File: config.mk
export PLATFORM = sky130hd
export DESIGN_NAME = divider_timer_with_reload_delay
export DESIGN_NICKNAME = d
export VERILOG_FILES = /design/src/hdl/dtr_pkg.sv /design/src/hdl/dtr_step.sv /design/src/hdl/divider_timer_with_reload_delay.sv
export SDC_FILE = /design/constraint.sdc
export NUM_CORES = 1
export LEC_CHECK = 0
export BUFFER_PORTS_ARGS = -buffer_cell sky130_fd_sc_hd__buf_2
export CORE_MARGIN = 5
export CORE_UTILIZATION = 45
export CTS_CLUSTER_SIZE = 20
export DETAILED_ROUTE_END_ITERATION = 10
export PLACE_DENSITY = 0.66
export SYNTH_ARGS = -nofsm -noshare
export SYNTH_HDL_FRONTEND = slang
export SYNTH_SLANG_ARGS = --single-unit
File: constraint.sdc
create_clock -name i_clk -period 2.8 [get_ports i_clk]
set_input_delay 0.28 -clock i_clk [delete_from_list [all_inputs] [get_ports i_clk]]
set_output_delay 0.28 -clock i_clk [all_outputs]
set_load 0.01 [all_outputs]
File: src/hdl/dtr_pkg.sv
// Package for the divider/timer block: item types, register addresses and codes.
// Shared by dtr_step and the top level; has no dependencies of its own.

package dtr_pkg;

    // Item opcodes.
    localparam logic [1:0] OP_TICK   = 2'd0;
    localparam logic [1:0] OP_READ   = 2'd1;
    localparam logic [1:0] OP_WRITE  = 2'd2;
    localparam logic [1:0] OP_PRESET = 2'd3;

    // Bus addresses of the timer registers.
    localparam logic [15:0] ADDR_DIVIDER = 16'hFF04;
    localparam logic [15:0] ADDR_COUNTER = 16'hFF05;
    localparam logic [15:0] ADDR_MODULO  = 16'hFF06;
    localparam logic [15:0] ADDR_CONTROL = 16'hFF07;

    // Configuration register indexes.
    localparam logic CFG_DOUBLE_SPEED = 1'b0;
    localparam logic CFG_COLOR_MODEL  = 1'b1;

    localparam logic [7:0]  CONTROL_READ_SET = 8'hF8;
    localparam logic [7:0]  CONTROL_MASK     = 8'h07;
    localparam logic [15:0] PRESET_COLOR     = 16'h267B;
    localparam logic [15:0] PRESET_MONO      = 16'hABCB;
    localparam logic [2:0]  RELOAD_DELAY     = 3'd4;
    localparam logic [7:0]  COUNTER_MAX      = 8'hFF;

    typedef struct packed {
        logic [1:0]  opcode;
        logic [15:0] address;
        logic [7:0]  write_data;
    } t_in_item;

    typedef struct packed {
        logic [7:0] read_data;
        logic       accepted;
        logic       timer_irq;
        logic       apu_clock;
    } t_out_item;

    typedef struct packed {
        logic [15:0] system_count;
        logic [7:0]  timer_count;
        logic [7:0]  modulo_value;
        logic [2:0]  control_bits;
        logic [2:0]  overflow_wait;
        logic        reloaded_now;
    } t_timer_state;

    // Input of the falling-edge detector that drives the timer counter.
    function automatic logic timer_input(input logic [15:0] sys, input logic [2:0] ctrl);
        logic b;
        begin
            unique case (ctrl[1:0])
                2'd0: b = sys[9];
                2'd1: b = sys[3];
                2'd2: b = sys[5];
                2'd3: b = sys[7];
                default: b = 1'b0;
            endcase
            return ctrl[2] & b;
        end
    endfunction

    function automatic logic apu_input(input logic [15:0] sys, input logic dbl);
        return dbl ? sys[13] : sys[12];
    endfunction

endpackage

File: src/hdl/dtr_step.sv
// Next-state and result logic of the divider/timer for one item.
// Purely combinational; uses the types and helper functions of dtr_pkg.

module dtr_step (
    input  dtr_pkg::t_in_item     i_item,
    input  dtr_pkg::t_timer_state i_state,
    input  logic                  i_double_speed,
    input  logic                  i_color_model,
    output dtr_pkg::t_timer_state o_state,
    output dtr_pkg::t_out_item    o_result
);

    always_comb begin
        dtr_pkg::t_timer_state s;
        dtr_pkg::t_out_item    r;
        logic                  is_reg;
        logic                  bump;
        logic                  old_t;

        s      = i_state;
        r      = '0;
        bump   = 1'b0;
        old_t  = dtr_pkg::timer_input(i_state.system_count, i_state.control_bits);
        is_reg = (i_item.address >= dtr_pkg::ADDR_DIVIDER) &&
                 (i_item.address <= dtr_pkg::ADDR_CONTROL);

        unique case (i_item.opcode)
            dtr_pkg::OP_TICK: begin
                r.accepted     = 1'b1;
                s.reloaded_now = 1'b0;
                if (i_state.overflow_wait != 3'd0) begin
                    s.overflow_wait = i_state.overflow_wait - 3'd1;
                    if (i_state.overflow_wait == 3'd1) begin
                        s.timer_count  = i_state.modulo_value;
                        s.reloaded_now = 1'b1;
                        r.timer_irq    = 1'b1;
                    end
                end
                s.system_count = i_state.system_count + 16'd1;
                bump = old_t &&
                       !dtr_pkg::timer_input(s.system_count, s.control_bits);
                r.apu_clock =
                    dtr_pkg::apu_input(i_state.system_count, i_double_speed) &&
                    !dtr_pkg::apu_input(s.system_count, i_double_speed);
            end
            dtr_pkg::OP_READ: begin
                if (is_reg) begin
                    r.accepted = 1'b1;
                    priority if (i_item.address == dtr_pkg::ADDR_DIVIDER)
                        r.read_data = i_state.system_count[15:8];
                    else if (i_item.address == dtr_pkg::ADDR_COUNTER)
                        r.read_data = i_state.timer_count;
                    else if (i_item.address == dtr_pkg::ADDR_MODULO)
                        r.read_data = i_state.modulo_value;
                    else
                        r.read_data = {5'b0, i_state.control_bits} |
                                      dtr_pkg::CONTROL_READ_SET;
                end
            end
            dtr_pkg::OP_WRITE: begin
                if (is_reg) begin
                    r.accepted = 1'b1;
                    priority if (i_item.address == dtr_pkg::ADDR_DIVIDER) begin
                        // Clearing the counter drops every bit, so any set input falls.
                        s.system_count = '0;
                        bump           = old_t;
                        r.apu_clock    = dtr_pkg::apu_input(i_state.system_count,
                                                            i_double_speed);
                    end else if (i_item.address == dtr_pkg::ADDR_COUNTER) begin
                        if (!i_state.reloaded_now) begin
                            s.timer_count   = i_item.write_data;
                            s.overflow_wait = '0;
                        end
                    end else if (i_item.address == dtr_pkg::ADDR_MODULO) begin
                        s.modulo_value = i_item.write_data;
                        if (i_state.reloaded_now)
                            s.timer_count = i_item.write_data;
                    end else begin
                        s.control_bits = 3'(i_item.write_data & dtr_pkg::CONTROL_MASK);
                        bump = old_t &&
                               !dtr_pkg::timer_input(s.system_count, s.control_bits);
                    end
                end
            end
            dtr_pkg::OP_PRESET: begin
                r.accepted     = 1'b1;
                s.system_count = i_color_model ? dtr_pkg::PRESET_COLOR
                                               : dtr_pkg::PRESET_MONO;
            end
            default: ;
        endcase

        // Counter increment; suppressed while a reload is pending or just happened.
        if (bump && (s.overflow_wait == 3'd0) && !s.reloaded_now) begin
            if (s.timer_count == dtr_pkg::COUNTER_MAX) begin
                s.timer_count   = '0;
                s.overflow_wait = dtr_pkg::RELOAD_DELAY;
            end else begin
                s.timer_count = s.timer_count + 8'd1;
            end
        end

        o_state  = s;
        o_result = r;
    end

endmodule

File: src/hdl/divider_timer_with_reload_delay.sv
// Top level of the divider/timer block with delayed overflow reload.
// Depends on dtr_pkg (types, constants) and dtr_step (per-item logic).

// Usage:
// The input channel (i_in_valid, o_in_stall, i_in) carries items: a tick,
// a register read, a register write or a boot preset. Every item yields
// exactly one result item on the output channel (o_out_valid, i_out_stall,
// o_out) holding read data, an accepted flag, the timer interrupt pulse
// and the APU clock pulse.
// An item accepted at a clock edge sits in the input register; once the
// output register is free or drains, the item is processed against the
// timer state and its result is visible in the output register from then
// on. One item is taken per cycle while the receiver does not stall; the
// rate is bounded by the single state update per item in the dtr_step logic.
// When the receiver stalls, the result holds in the output register, the
// next item waits in the input register, and o_in_stall rises only once
// both registers are occupied.
// The configuration port (i_cfg_we, i_cfg_index, i_cfg_data) sets the
// double-speed and color-model bits; write it only while the block is idle.
// Synchronous reset empties both pipeline registers (their payloads are
// not reset) and clears the configuration and all timer state to zero.

module divider_timer_with_reload_delay (
    input  logic              i_clk,
    input  logic              i_rst_n,
    input  logic              i_in_valid,
    output logic              o_in_stall,
    input  dtr_pkg::t_in_item i_in,
    output logic              o_out_valid,
    input  logic              i_out_stall,
    output dtr_pkg::t_out_item o_out,
    input  logic              i_cfg_we,
    input  logic              i_cfg_index,
    input  logic              i_cfg_data
);

    logic                  r_in_valid;
    dtr_pkg::t_in_item     r_in;
    logic                  r_out_valid;
    dtr_pkg::t_out_item    r_out;
    dtr_pkg::t_timer_state r_state;
    dtr_pkg::t_timer_state n_state;
    dtr_pkg::t_out_item    n_out;
    logic                  r_double_speed;
    logic                  r_color_model;
    logic                  advance;
    logic                  in_take;

    // The held item moves on whenever the output register is free or drains.
    assign advance    = r_in_valid && (!r_out_valid || !i_out_stall);
    assign o_in_stall = r_in_valid && !advance;
    assign in_take    = i_in_valid && !o_in_stall;

    dtr_step u_step (
        .i_item         (r_in),
        .i_state        (r_state),
        .i_double_speed (r_double_speed),
        .i_color_model  (r_color_model),
        .o_state        (n_state),
        .o_result       (n_out)
    );

    always_ff @(posedge i_clk) begin
        if (!i_rst_n) begin
            r_in_valid     <= 1'b0;
            r_out_valid    <= 1'b0;
            r_state        <= '0;
            r_double_speed <= 1'b0;
            r_color_model  <= 1'b0;
        end else begin
            if (in_take)
                r_in_valid <= 1'b1;
            else if (advance)
                r_in_valid <= 1'b0;

            if (advance) begin
                r_out_valid <= 1'b1;
                r_state     <= n_state;
            end else if (!i_out_stall) begin
                r_out_valid <= 1'b0;
            end

            if (i_cfg_we) begin
                unique case (i_cfg_index)
                    dtr_pkg::CFG_DOUBLE_SPEED: r_double_speed <= i_cfg_data;
                    dtr_pkg::CFG_COLOR_MODEL:  r_color_model  <= i_cfg_data;
                    default: ;
                endcase
            end
        end
    end

    // Payload registers carry no reset.
    always_ff @(posedge i_clk) begin
        if (in_take)
            r_in <= i_in;
        if (advance)
            r_out <= n_out;
    end

    assign o_out_valid = r_out_valid;
    assign o_out       = r_out;

endmodule

Yosys cells after proc, flatten, opt, wreduce, memory -nomap -nowiden
Cells that the tools add are included.

storage, ports and cells
  bits in registers = 80
  latch bits = 0
  bits in writable memories = 0
  ROM bits = 0
  input bits = 33
  output and inout bits = 13
  logic and storage cells = 132
  memories = 0

operators by class
  add/sub/neg operators = 3
  multiply operators = 0
  divide/modulo/power cells = 0
  order comparisons = 2
  equality and inequality tests = 17
  shift-type cells = 0
  muxes and demuxes = 53
  bitwise gates (word level) = 7
  reduce and logical (&&, ||, !) cells = 33

operators with widths
  kind                                                        count
  2-to-1 mux 8 bit                                            10
  == test 16 bit (second input constant)                      3
  2-to-1 mux 16 bit                                           3
  case mux 16 bit (3 select lines)                            1
  2-to-1 mux 38 bit                                           1
  2-to-1 mux 1 bit                                            22
  2-to-1 mux 22 bit                                           1
  adder 16 x 1 -> 16 bit (second input constant)              1
  greater-or-equal comparator 16 bit (second input constant)  1
  <= comparator 16 bit (second input constant)                1
  case mux 8 bit (2 select lines)                             1
  2-to-1 mux 3 bit                                            5
  == test 2 bit (second input constant)                       6
  case mux 1 bit (4 select lines)                             3
  AND reduction 6 bit                                         2
  2-to-1 mux 11 bit                                           1
  logical AND 1 bit                                           9
  adder 8 x 1 -> 8 bit (second input constant)                1
  == test 8 bit (second input constant)                       1
  logical NOT 1 bit                                           8
  AND reduction 2 bit                                         4
  == test 2 x 1 -> 1 bit (second input constant)              3
  logical NOT 2 bit                                           3
  inequality test 2 x 1 -> 1 bit (second input constant)      3
  14 further kinds                                            21

Longest topological paths before layout
Gate-level depths: netlist (run 1).

  depth after elaboration = 18
  mapped depth = 13
  gate-level depth less buffers = 12

Cells and area by module
Synthesis (run 1) repeated with hierarchy kept, for this count alone.

unflattened totals
  cell total of the unflattened synthesis = 568
  area total of the unflattened synthesis = 5016.1 um2

modules (own cells, without submodules)
  module                           instances  cells each  area an instance (um2)  seq. area each (um2)
  divider_timer_with_reload_delay  1          227         2740.1                  1971.9
  dtr_step                         1          341         2275.9                  0.0

Least setup slack after synthesis (run 1)
OpenSTA, ideal clock, no wires.

  kind = flip-flop to flip-flop
  start point = reg r_in[25] (netlist name)
  end point = reg r_state[18] (netlist name)
  library setup time = 0.058 ns
  arrival = 2.892 ns
  data required time = 2.742 ns
  slack = -0.149 ns
  cell stages (with the launch flop) = 13
  buffers on the path = 2
  period minus slack after synthesis = 2.949 ns
  path through = edfxtp_1 > clkbuf_1 > inv_1 > ha_1 > and4bb_2 > clkbuf_1 > a222oi_1 > inv_1 > ha_1 > and3_1 > a31oi_4 > o21a_1 > o21a_1

on the way
  word-level cells in the longest chain between the ends = 6
  elaborated cells between the ends (all ways) = 14
  classes of those cells = add/sub (1); eq/ne (2); mux (6); reduce/logical (5)

RTL lines
  element                                                                       RTL line                               text
  start: declaration                                                            divider_timer_with_reload_delay.sv:38  dtr_pkg::t_in_item r_in;
  start signal: assignment                                                      divider_timer_with_reload_delay.sv:96  r_in <= i_in;
  parallel branches: the longest is 5 deep, another holds adder 8 x 1 -> 8 bit  n/a
  2-to-1 mux 8 bit *                                                            dtr_step.sv:94                         if (bump && (s.overflow_wait == 3'd0) && !s.reloaded_now) begin
  end signal: assignment                                                        divider_timer_with_reload_delay.sv:78  r_state <= n_state;
  end: declaration                                                              divider_timer_with_reload_delay.sv:41  dtr_pkg::t_timer_state r_state;

Mark *: on every way between the ends.
A chain may end at the register's enable or synchronous reset.

Final worst setup path (run 1)
  start point = reg r_in[24] (netlist name)
  end point = reg r_state[18] (netlist name)

Same word-level chain as after synthesis.

==> results.ini, run 1 <==
[run_status]
status = finished, final reports clean

[power_and_ir_drop]
max-vdd-ir-drop_v = 0.000340
pwr-share-clk_pct = 39.8
p_int_mw = 1.97
power_frac_comb_pct = 10.3
power_density_nw_per_um2 = 493
seqPwrFrac_pct = 49.9
leakage_nw = 1.99
power_mw = 2.61
swShare_pct = 24.5
p_switching_uw = 639

[placement]
dpl.hpwl_um = 8750
dpl.cell_count = 657
gp_congestion = 0.954
place_area_um2 = 5010
numPortBuffers = 45

[floorplanning]
start_util_pct = 45.8
core_area_um2 = 9730
die_x_um = 109
die_y_um = 109
rows = 36
die-area_um2 = 12000
ios = 46

[synth]
synthArstFlopShare_pct = 0
avgSynthCellArea_um2 = 9.39
netlist_top_cells_area = edfxtp_1, dfxtp_1, nor2_1
synthesis.nets = 516
synth_edf_count = 37
synth_cells = 474
ys.flop_type = dfxtp_1
yosys.area.top_type_share_pct = 25.0
syn_area_um2 = 4450
yosysUniqueCellTypes = 68
yosysWarnings = 0
yosysSeqAreaShare_pct = 44.3
yosysTopAreaCell = edfxtp_1
synth-seq-cells = 80

[final_layout]
nets = 578
area_growth_syn_to_layout_pct = 18.9
instances_no_fill = 674
fin_area_um2 = 5290
drive_gt1_share_pct = 23.7
insertedDiodeCount = 0

[critical_path]
path_max_fanout = 4
worstPathArrival_ns = 2.97
critPathRequiredTime_ns = 3.11
path_cells = inv_1 > ha_2 > and4bb_2 > a21oi_1 > a21o_1 > buf_4 > a222oi_1 > buf_4 > nor4_2 > buf_4 > a31oi_4 > o21a_1 > o21a_1
timing_worst_setup_path_type = flip-flop to flip-flop
r2r_slack_ns = 0.14
crit_slowest_cell = edfxtp_1
rr_startpoint = r_in[24]
worstReg2RegEnd = r_state[18]
critPathLaunchType = flip-flop
rr_worst_depth = 13
end_kind = flip-flop
crit_path_frequent_cell = buf_4
startpoint = r_in[24]
cp_slowest_stage_delay_ns = 0.41

[min_path]
min_path_cells = 1
hold_path_end = r_in[11]
min_path_type = primary input to flip-flop
min-delay-start = i_in[11]

[global_routing]
antenna_found_initial = 0
grt_pass1_vias = 3688
grt_max_degree = 28
grt_use_total_pct = 20.5
grt_first_pass_wirelength_um = 18900
overflow = 0

[route]
drt-wirelength-per-cell_um = 17.4
drtIter0Drc = 348
first_pass_iters = 5
ant_nets = 0
drc = 0
routed_via_density = 5.82
vias = 3922
drt_wl_total_um = 11700

[cts]
cts_hold_buf = 0
htreeDepth = 3
clkTransAtPathRegs_ns = 0.08
clk_latency_ns = 0.37
clock-sinks = 80
clockRootBuffer = clkbuf_8
cts_tree = built
cts_buffer_depth = 2
cts-buffers-inserted = 9

[sta]
maxSlewViolCount = 0
rsz0062_at_grt = true
skew_ns = 0.0160
setup_tns_ns = 0
period_needed_ns = 2.66
slew_headroom_pct = 47.0
finalHoldViolCount = 0
fmax_ghz = 0.375
worst_pin_slew_ns = 0.794
period_share_pct = 95.2
finalSetupViolCount = 0

[run]
max_cap_viol_count = 0

[routing by layer]
| layer | global-route usage, % | vias to the layer above | share of wire (%) |
|---|---|---|---|
| li1 | - | 1889 | - |
| met1 | 28.9 | 1857 | 46 |
| met2 | 31.4 | 159 | 44 |
| met3 | 3.76 | 17 | 7.6 |
| met4 | 7.12 | 0 | 1.6 |
| met5 | 0 | - | 0 |
[power by group through the flow]
stage | Sequential [mW] | Clock (mW) | Combinational, mW
3_5_place_dp | 1.33 | 0 | 0.263
3_3_place_gp | 1.33 | 0 | 0.263
2_1_floorplan | 1.32 | 0 | 0.158
5_1_grt | 1.31 | 1.10 | 0.296
4_1_cts | 1.30 | 1.05 | 0.265
6_report | 1.30 | 1.04 | 0.269
[how the worst max path moves through the flow]
stage / slack [ns] / end
2_1_floorplan: 0.01 / r_state[16]
3_3_place_gp: 0.16 / r_state[18]
3_5_place_dp: 0.10 / r_state[18]
4_1_cts: 0.09 / r_state[18]
5_1_grt: -0.01 / r_state[19]
6_report: 0.14 / r_state[18]
[final cells by class]
class	count	area [µm²]
clock inverters	7	120
well taps	133	166
clock buffers	9	124
flip-flops and latches	80	1970
repair buffers	82	515
fillers	909	4440
multi-input cells	346	2330
inverters	17	63.8
[per-stage QoR]
step | utilization, % | worst slack, ns | hold slack [ns]
final | 54.4 | 0.135 | 0.0884
after global placement | 51.5 | 0.155 | 0.456
after global routing | 54.4 | -0.0128 | 0.0748
after detailed placement | 51.5 | 0.102 | 0.458
after floorplan | - | 0.0127 | 0.379
after CTS | 54.0 | 0.0916 | 0.0722
[cells in the final DEF, fill, tap and decap left out, types with 4 or more instances in the layout]
cell      count
mux2_2        5
a222oi_1      6
o21ai_0      28
a31oi_1       5
a22oi_1       9
nand4_1       4
buf_2        45
nand3_1      15
buf_4        36
nand2b_1      5
o22ai_1       6
a211oi_1     10
nor3_1        7
edfxtp_1     37
inv_1        15
mux2i_1      20
and3_1        8
dfxtp_1      43
clkbuf_8      9
nor2_1       55
ha_1          6
nor2b_1       6
and4_1        4
a21oi_1      28
nand2_1      40
o31ai_1       5
[worst max-delay path: cells and delay by family, from the launching register on]
family	cells	cell delay (ns)
and+or+nand+nor	2	0.29
AOI/OAI and AO/OA	6	1.04
adders and majority gates	1	0.23
DFF	1	0.41
buffers and inverters	4	0.63
[state kept, by name (all words and copies together) (netlist names)]
register        flops
r_double_speed      1
o_out              11
r_in_valid          1
o_out_valid         1
r_state            39
r_in               26
r_color_model       1
[cell usage after synthesis (3+ instances only)]
library cell,n
nand4b_1,3
a222oi_1,6
o21ai_0,28
xor2_1,3
clkbuf_1,19
o22ai_1,6
a22oi_1,9
buf_2,8
nand4_1,4
nor2b_1,7
xnor2_1,3
a211oi_1,11
and3b_1,3
edfxtp_1,37
a22o_1,3
mux2_2,5
nor3_1,7
ha_1,9
nand3b_1,3
inv_1,16
nand2b_1,5
or4_1,3
a311oi_1,3
and3_1,9
a31oi_1,5
and4_1,5
nand2_1,40
o31ai_1,6
dfxtp_1,43
a21oi_1,28
mux2i_1,20
nor2_1,55
nand3_1,15
[repair_timing]
action / in CTS / in global routing
buffers inserted: 0 / 1
endpoints found under the hold margin: 0 / 0
setup endpoints to repair: 0 / 8
gates resized for setup: 0 / 7
[logic make-up (layout without fill, tap and decap cells)]
kind of cell    count (synthesis)  in the layout  synth area share [%]
flops                          80             80                  44.3
mux                            27             27                  6.77
buf+inv                        48            115                  4.61
simple gates                  178            178                  21.2
compound gates                126            126                  19.4
xor+xnor                        6              6                  1.18
fa+ha+maj                       9              9                  2.53
No activity file was read; power rests on OpenSTA's default activity.
==> run 2: changes to the inputs <==
--- a/config.mk
+++ b/config.mk
@@ -7,10 +7,10 @@
 export LEC_CHECK = 0
 export BUFFER_PORTS_ARGS = -buffer_cell sky130_fd_sc_hd__buf_2
 export CORE_MARGIN = 5
-export CORE_UTILIZATION = 45
+export CORE_UTILIZATION = 53
 export CTS_CLUSTER_SIZE = 20
 export DETAILED_ROUTE_END_ITERATION = 10
-export PLACE_DENSITY = 0.66
+export PLACE_DENSITY = 0.76
 export SYNTH_ARGS = -nofsm -noshare
 export SYNTH_HDL_FRONTEND = slang
 export SYNTH_SLANG_ARGS = --single-unit
==> run 2 against run 1 <==
Compared with the run above: worst hold slack improved by 0.012 ns; clock power fell by 27%; global-route usage rose by 2.2 points; fmax rose by 0.62%; critical path depth did not move; design area fell by 2.1%; clock skew rose by 0.0057 ns; largest power group unchanged; highest routed layer unchanged.
==> results.ini, run 2 (same netlist as run 1, synthesis figures left out) <==
[power_and_ir_drop]
max-vdd-ir-drop_v = 0.000451  ; +33%
leakage_nw = 1.94  ; -2.2%
power_density_nw_per_um2 = 452  ; -8.3%

[global_routing]
grt_max_degree = 28  ; unchanged
grt_first_pass_wirelength_um = 18300  ; -3.6%
antenna_found_initial = 0  ; unchanged
overflow = 0  ; unchanged
grt_pass1_vias = 3739  ; +1.4%
grt_use_total_pct = 22.7  ; +2.2 points

[critical_path]
timing_worst_setup_path_type = flip-flop to flip-flop
path_max_fanout = 21  ; +17
crit_path_frequent_cell = buf_4
cp_slowest_stage_delay_ns = 0.43  ; +0.02 ns
worstPathArrival_ns = 2.95  ; -0.02 ns
crit_slowest_cell = edfxtp_1
path_cells = buf_4 > ha_2 > buf_12 > a21o_1 > buf_4 > a222oi_1 > buf_4 > inv_1 > ha_4 > and3_4 > a31oi_4 > o21a_1 > o21a_1
path_buf_inv = 5  ; +1
critPathRequiredTime_ns = 3.10  ; about the same
path_delay_family = compound AO/OA/AOI/OAI gates
critPathLaunchType = flip-flop
end_kind = flip-flop

[run_status]
status = finished, final reports clean

[final_layout]
largest_register_ffs = 39  ; unchanged
final_common_cell = nor2_1
fin_util_pct = 63.1  ; +8.6 points
regArea_um2 = 1970  ; unchanged
drive_gt1_share_pct = 23.2  ; -0.43 points
nets = 575  ; -0.52%
fin_area_um2 = 5180  ; -2.1%
area_growth_syn_to_layout_pct = 16.4
top_register = r_state
final.fill_count = 651  ; -28%
layout.cells.most_common_list = nor2_1, buf_2, dfxtp_1, nand2_1, edfxtp_1
multi_input_area_um2 = 2350  ; +0.75%
insertedDiodeCount = 0  ; unchanged

[route]
drt-wirelength-per-cell_um = 17.8  ; +2.8%
first_pass_iters = 6  ; +1
ant_nets = 0  ; unchanged
vias = 4018  ; +2.4%
drtIter0Drc = 400  ; +15%
drt_wl_total_um = 11500  ; -1.9%
routed_via_density = 6.25  ; +7.4%
drc = 0  ; unchanged

[cts]
clkTransAtPathRegs_ns = 0.08  ; about the same
clk_latency_ns = 0.36  ; about the same
clock-sinks = 80  ; unchanged
cts_hold_buf = 0  ; unchanged
cts_buffer_depth = 2  ; unchanged
clockRootBuffer = clkbuf_8
htreeDepth = 3  ; unchanged
cts-buffers-inserted = 9  ; unchanged
cts_tree = built

[placement]
dpl.hpwl_um = 8290  ; -5.2%
place_area_um2 = 4930  ; -1.7%
gp_congestion = 0.995  ; +4.3%
numPortBuffers = 45  ; unchanged

[floorplanning]
rows = 33  ; -8.3%
die_y_um = 102  ; -7.1%
start_util_pct = 54.2  ; +8.4 points
die-area_um2 = 10300  ; -14%
die_x_um = 102  ; -7.1%
ios = 46  ; unchanged
core_area_um2 = 8220  ; -16%

[sta]
finalSetupViolCount = 0  ; unchanged
rsz0062_at_grt = true
slew_headroom_pct = 51.4  ; +4.4 points
setup_tns_ns = 0  ; unchanged
finalHoldViolCount = 0  ; unchanged
period_needed_ns = 2.65  ; -0.0164 ns
skew_ns = 0.0217  ; +0.00572 ns
maxSlewViolCount = 0  ; unchanged
period_share_pct = 94.6  ; -0.59 points
worst_pin_slew_ns = 0.728  ; -0.0657 ns
fmax_ghz = 0.378  ; +0.62%

[min_path]
min_path_type = primary input to flip-flop

[run]
max_cap_viol_count = 0  ; unchanged

run 2: cell count changes in the layout (fill, tap and decap cells not counted), sizes merged:
cell / delta
buf: -3
bufinv: -3
clkinv: -1
clkinvlp: +3
inv: +1
run 2: area by class of cell:
| cell class | instances | share of cell area (%) |
|---|---|---|
| tap | 105 | 2.54 |
| inverter | 17 | 1.23 |
| clock inverter | 7 | 0.918 |
| sequential | 80 | 38.1 |
| timing repair buffer | 79 | 9.51 |
| multi-input combinational | 346 | 45.4 |
| clock buffer | 9 | 2.39 |
run 2: worst paths after layout:
kind / to / cells after the start / from / slack, ns
max reg2reg: r_state[18] / 13 / r_in[25] / 0.15
max: r_state[18] / 13 / r_in[25] / 0.15
min reg2reg: r_state[21] / 2 / r_state[21] / 0.52
min: r_in[19] / 1 / i_in[19] / 0.1
run 2: what timing repair did:
action | CTS | global route
pin swaps | 0 | 5
resized for setup | 2 | 9
hold endpoints to repair | 0 | 0
cloned | 0 | 0
endpoints found under the setup margin | 4 | 9
buffers inserted | 0 | 5
run 2: power breakdown:
group / internal [mW] / switching, mW
logic: 0.115 / 0.161
registers: 1.27 / 0.0365
clock network: 0.320 / 0.444
run 2: routing by layer:
| metal | vias to the layer above | GRT usage [%] | share of wire, % |
|---|---|---|---|
| met5 | - | 0 | 0 |
| met4 | 0 | 7.87 | 2.1 |
| met3 | 28 | 5.17 | 10 |
| met2 | 242 | 35.5 | 45 |
| met1 | 1854 | 30.9 | 42 |
| li1 | 1894 | - | - |
run 2: stage by stage:
step	hold slack, ns	setup WS, ns	cells	total power, mW
after global placement	0.457	0.120	622	1.58
after CTS	0.0872	0.0209	638	2.33
after floorplan	0.379	0.0127	474	1.48
after detailed placement	0.458	-0.0213	622	1.59
final	0.100	0.152	643	2.34
after global routing	0.0796	-0.0602	643	2.44
==> run 3: changes to the inputs <==
--- a/config.mk
+++ b/config.mk
@@ -7,10 +7,10 @@
 export LEC_CHECK = 0
 export BUFFER_PORTS_ARGS = -buffer_cell sky130_fd_sc_hd__buf_2
 export CORE_MARGIN = 5
-export CORE_UTILIZATION = 53
+export CORE_UTILIZATION = 59
 export CTS_CLUSTER_SIZE = 20
 export DETAILED_ROUTE_END_ITERATION = 10
-export PLACE_DENSITY = 0.76
+export PLACE_DENSITY = 0.8
 export SYNTH_ARGS = -nofsm -noshare
 export SYNTH_HDL_FRONTEND = slang
 export SYNTH_SLANG_ARGS = --single-unit
==> constraint.sdc (replaced) <==
create_clock -name i_clk -period 2.6 [get_ports i_clk]
set_input_delay 0.26 -clock i_clk [delete_from_list [all_inputs] [get_ports i_clk]]
set_output_delay 0.26 -clock i_clk [all_outputs]
set_load 0.01 [all_outputs]
==> run 3 against run 2 <==
Compared with the run above: worst setup slack worse by 0.15 ns; clock skew decreased by 0.0087 ns; via count rose by 2.2%; fmax up 2.0%; design area is 2.9% higher; final cell count up 1.1%; die area decreased by 9.2%; clock power up 16%; utilization rose by 10 points; non-clock buffer count up 13; critical path type unchanged.
==> results.ini, run 3 (same netlist as run 1, synthesis figures left out) <==
[final_layout]
area_growth_syn_to_layout_pct = 19.7
top_register = r_state
fin_util_pct = 73.1  ; +10 points
largest_register_ffs = 39  ; unchanged
nets = 588  ; +2.3%
instances_no_fill = 650  ; +1.1%
drive_gt1_share_pct = 27.2  ; +4.0 points
fin_area_um2 = 5330  ; +2.9%
final_common_cell = nor2_1
final.fill_count = 579  ; -11%
layout.cells.most_common_list = nor2_1, buf_2, buf_4, dfxtp_1, nand2_1
insertedDiodeCount = 0  ; unchanged

[power_and_ir_drop]
power_mw = 2.60  ; +11%
leakage_nw = 2.04  ; +4.9%
power_density_nw_per_um2 = 487  ; +7.6%
max-vdd-ir-drop_v = 0.000568  ; +26%

[sta]
period_share_pct = 99.9  ; +5.3 points
fmax_ghz = 0.385  ; +2.0%
fin_ws_ns = 0.00311  ; -0.149 ns
finalHoldViolCount = 0  ; unchanged
period_needed_ns = 2.60  ; -0.0514 ns
worst_hold_slack_ns = 0.0731  ; -0.0269 ns
maxSlewViolCount = 0  ; unchanged
worst_pin_slew_ns = 0.630  ; -0.0985 ns
skew_ns = 0.0129  ; -0.00875 ns
rsz0062_at_grt = true
slew_headroom_pct = 58.0  ; +6.6 points
finalSetupViolCount = 0  ; unchanged
setup_tns_ns = 0  ; unchanged

[placement]
dpl.hpwl_um = 8780  ; +5.9%
dp_slack_ns = -0.0425  ; -0.0213 ns
numPortBuffers = 45  ; unchanged
dpl.cell_count = 624  ; +0.32%
gp_congestion = 0.953  ; -4.2%
place_area_um2 = 4990  ; +1.4%

[floorplanning]
die_x_um = 96.9  ; -4.7%
rows = 31  ; -6.1%
die_y_um = 96.9  ; -4.7%
start_util_pct = 61.1  ; +6.9 points
core_area_um2 = 7290  ; -11%
ios = 46  ; unchanged
die-area_um2 = 9380  ; -9.2%

[global_routing]
grt_use_total_pct = 24.5  ; +1.8 points
grt_first_pass_wirelength_um = 18900  ; +3.4%
overflow = 0  ; unchanged
grt_max_degree = 28  ; unchanged
grt_pass1_vias = 3699  ; -1.1%
antenna_found_initial = 0  ; unchanged

[route]
drt-wirelength-per-cell_um = 18.0  ; +0.66%
vias = 4107  ; +2.2%
first_pass_iters = 7  ; +1
drc = 0  ; unchanged
ant_nets = 0  ; unchanged
routed_via_density = 6.32  ; +1.1%
drtIter0Drc = 486  ; +22%
drt_wl_total_um = 11700  ; +1.8%

[cts]
cts_hold_buf = 0  ; unchanged
cts_tree = built
clockRootBuffer = clkbuf_8
clkTransAtPathRegs_ns = 0.09  ; about the same
cts-buffers-inserted = 9  ; unchanged
clk_latency_ns = 0.36  ; about the same
clock-sinks = 80  ; unchanged
cts_buffer_depth = 2  ; unchanged
htreeDepth = 3  ; unchanged

[critical_path]
path_max_fanout = 6  ; -71%
timing_worst_setup_path_type = flip-flop to flip-flop
critPathLaunchType = flip-flop
critPathRequiredTime_ns = 2.86  ; -0.24 ns
worstPathArrival_ns = 2.85  ; -0.10 ns
end_kind = flip-flop

[min_path]
min_path_type = primary input to flip-flop

[run]
max_cap_viol_count = 0  ; unchanged

[run_status]
status = finished, final reports clean

run 3: where the power goes:
| part | total [mW] | switching [mW] | internal, mW |
|---|---|---|---|
| clock | 0.883 | 0.497 | 0.386 |
| sequential | 1.40 | 0.0387 | 1.36 |
| combinational | 0.309 | 0.178 | 0.130 |
run 3: critical path: stages, from the launching register on:
cell,delay (ns)
edfxtp_1,0.41
nor4b_4,0.31
and4_4,0.29
buf_12,0.12
buf_4,0.12
mux2i_1,0.07
a222oi_1,0.50
nor4_2,0.10
buf_4,0.19
and3_1,0.18
nor3_1,0.14
nor3_1,0.06
run 3: timing repair:
action,CTS,global route
hold endpoints to repair,0,0
setup buffers,0,10
gates resized for setup,4,15
pin swaps,2,18
endpoints found under the setup margin,4,11
run 3: worst paths after layout:
kind / end / depth (start not counted) / slack, ns / startpoint
setup / recovery: r_state[22] / 11 / 0.003 / r_in[14]
hold / removal: r_in[21] / 1 / 0.07 / i_in[21]
setup reg to reg: r_state[22] / 11 / 0.003 / r_in[14]
hold reg to reg: o_out_valid / 2 / 0.51 / r_in_valid
run 3: routing by layer:
metal  wire length, µm  vias up  global-route usage, %
met4               196        0                   6.91
li1                  -     1919                      -
met1              5030     1926                   34.7
met5                 0        -                      0
met2              5380      236                   37.9
met3              1070       26                   5.11
run 3: layout make-up:
cell class              instances  area (µm²)  area share (%)
multi-input cells             346        2380            44.6
flip-flops and latches         80        1970            37.0
repair buffers                 92         603            11.3
clock buffers                  10         138            2.58
well taps                      99         124            2.32
inverters                      17        66.3            1.24
clock inverters                 6        48.8           0.915
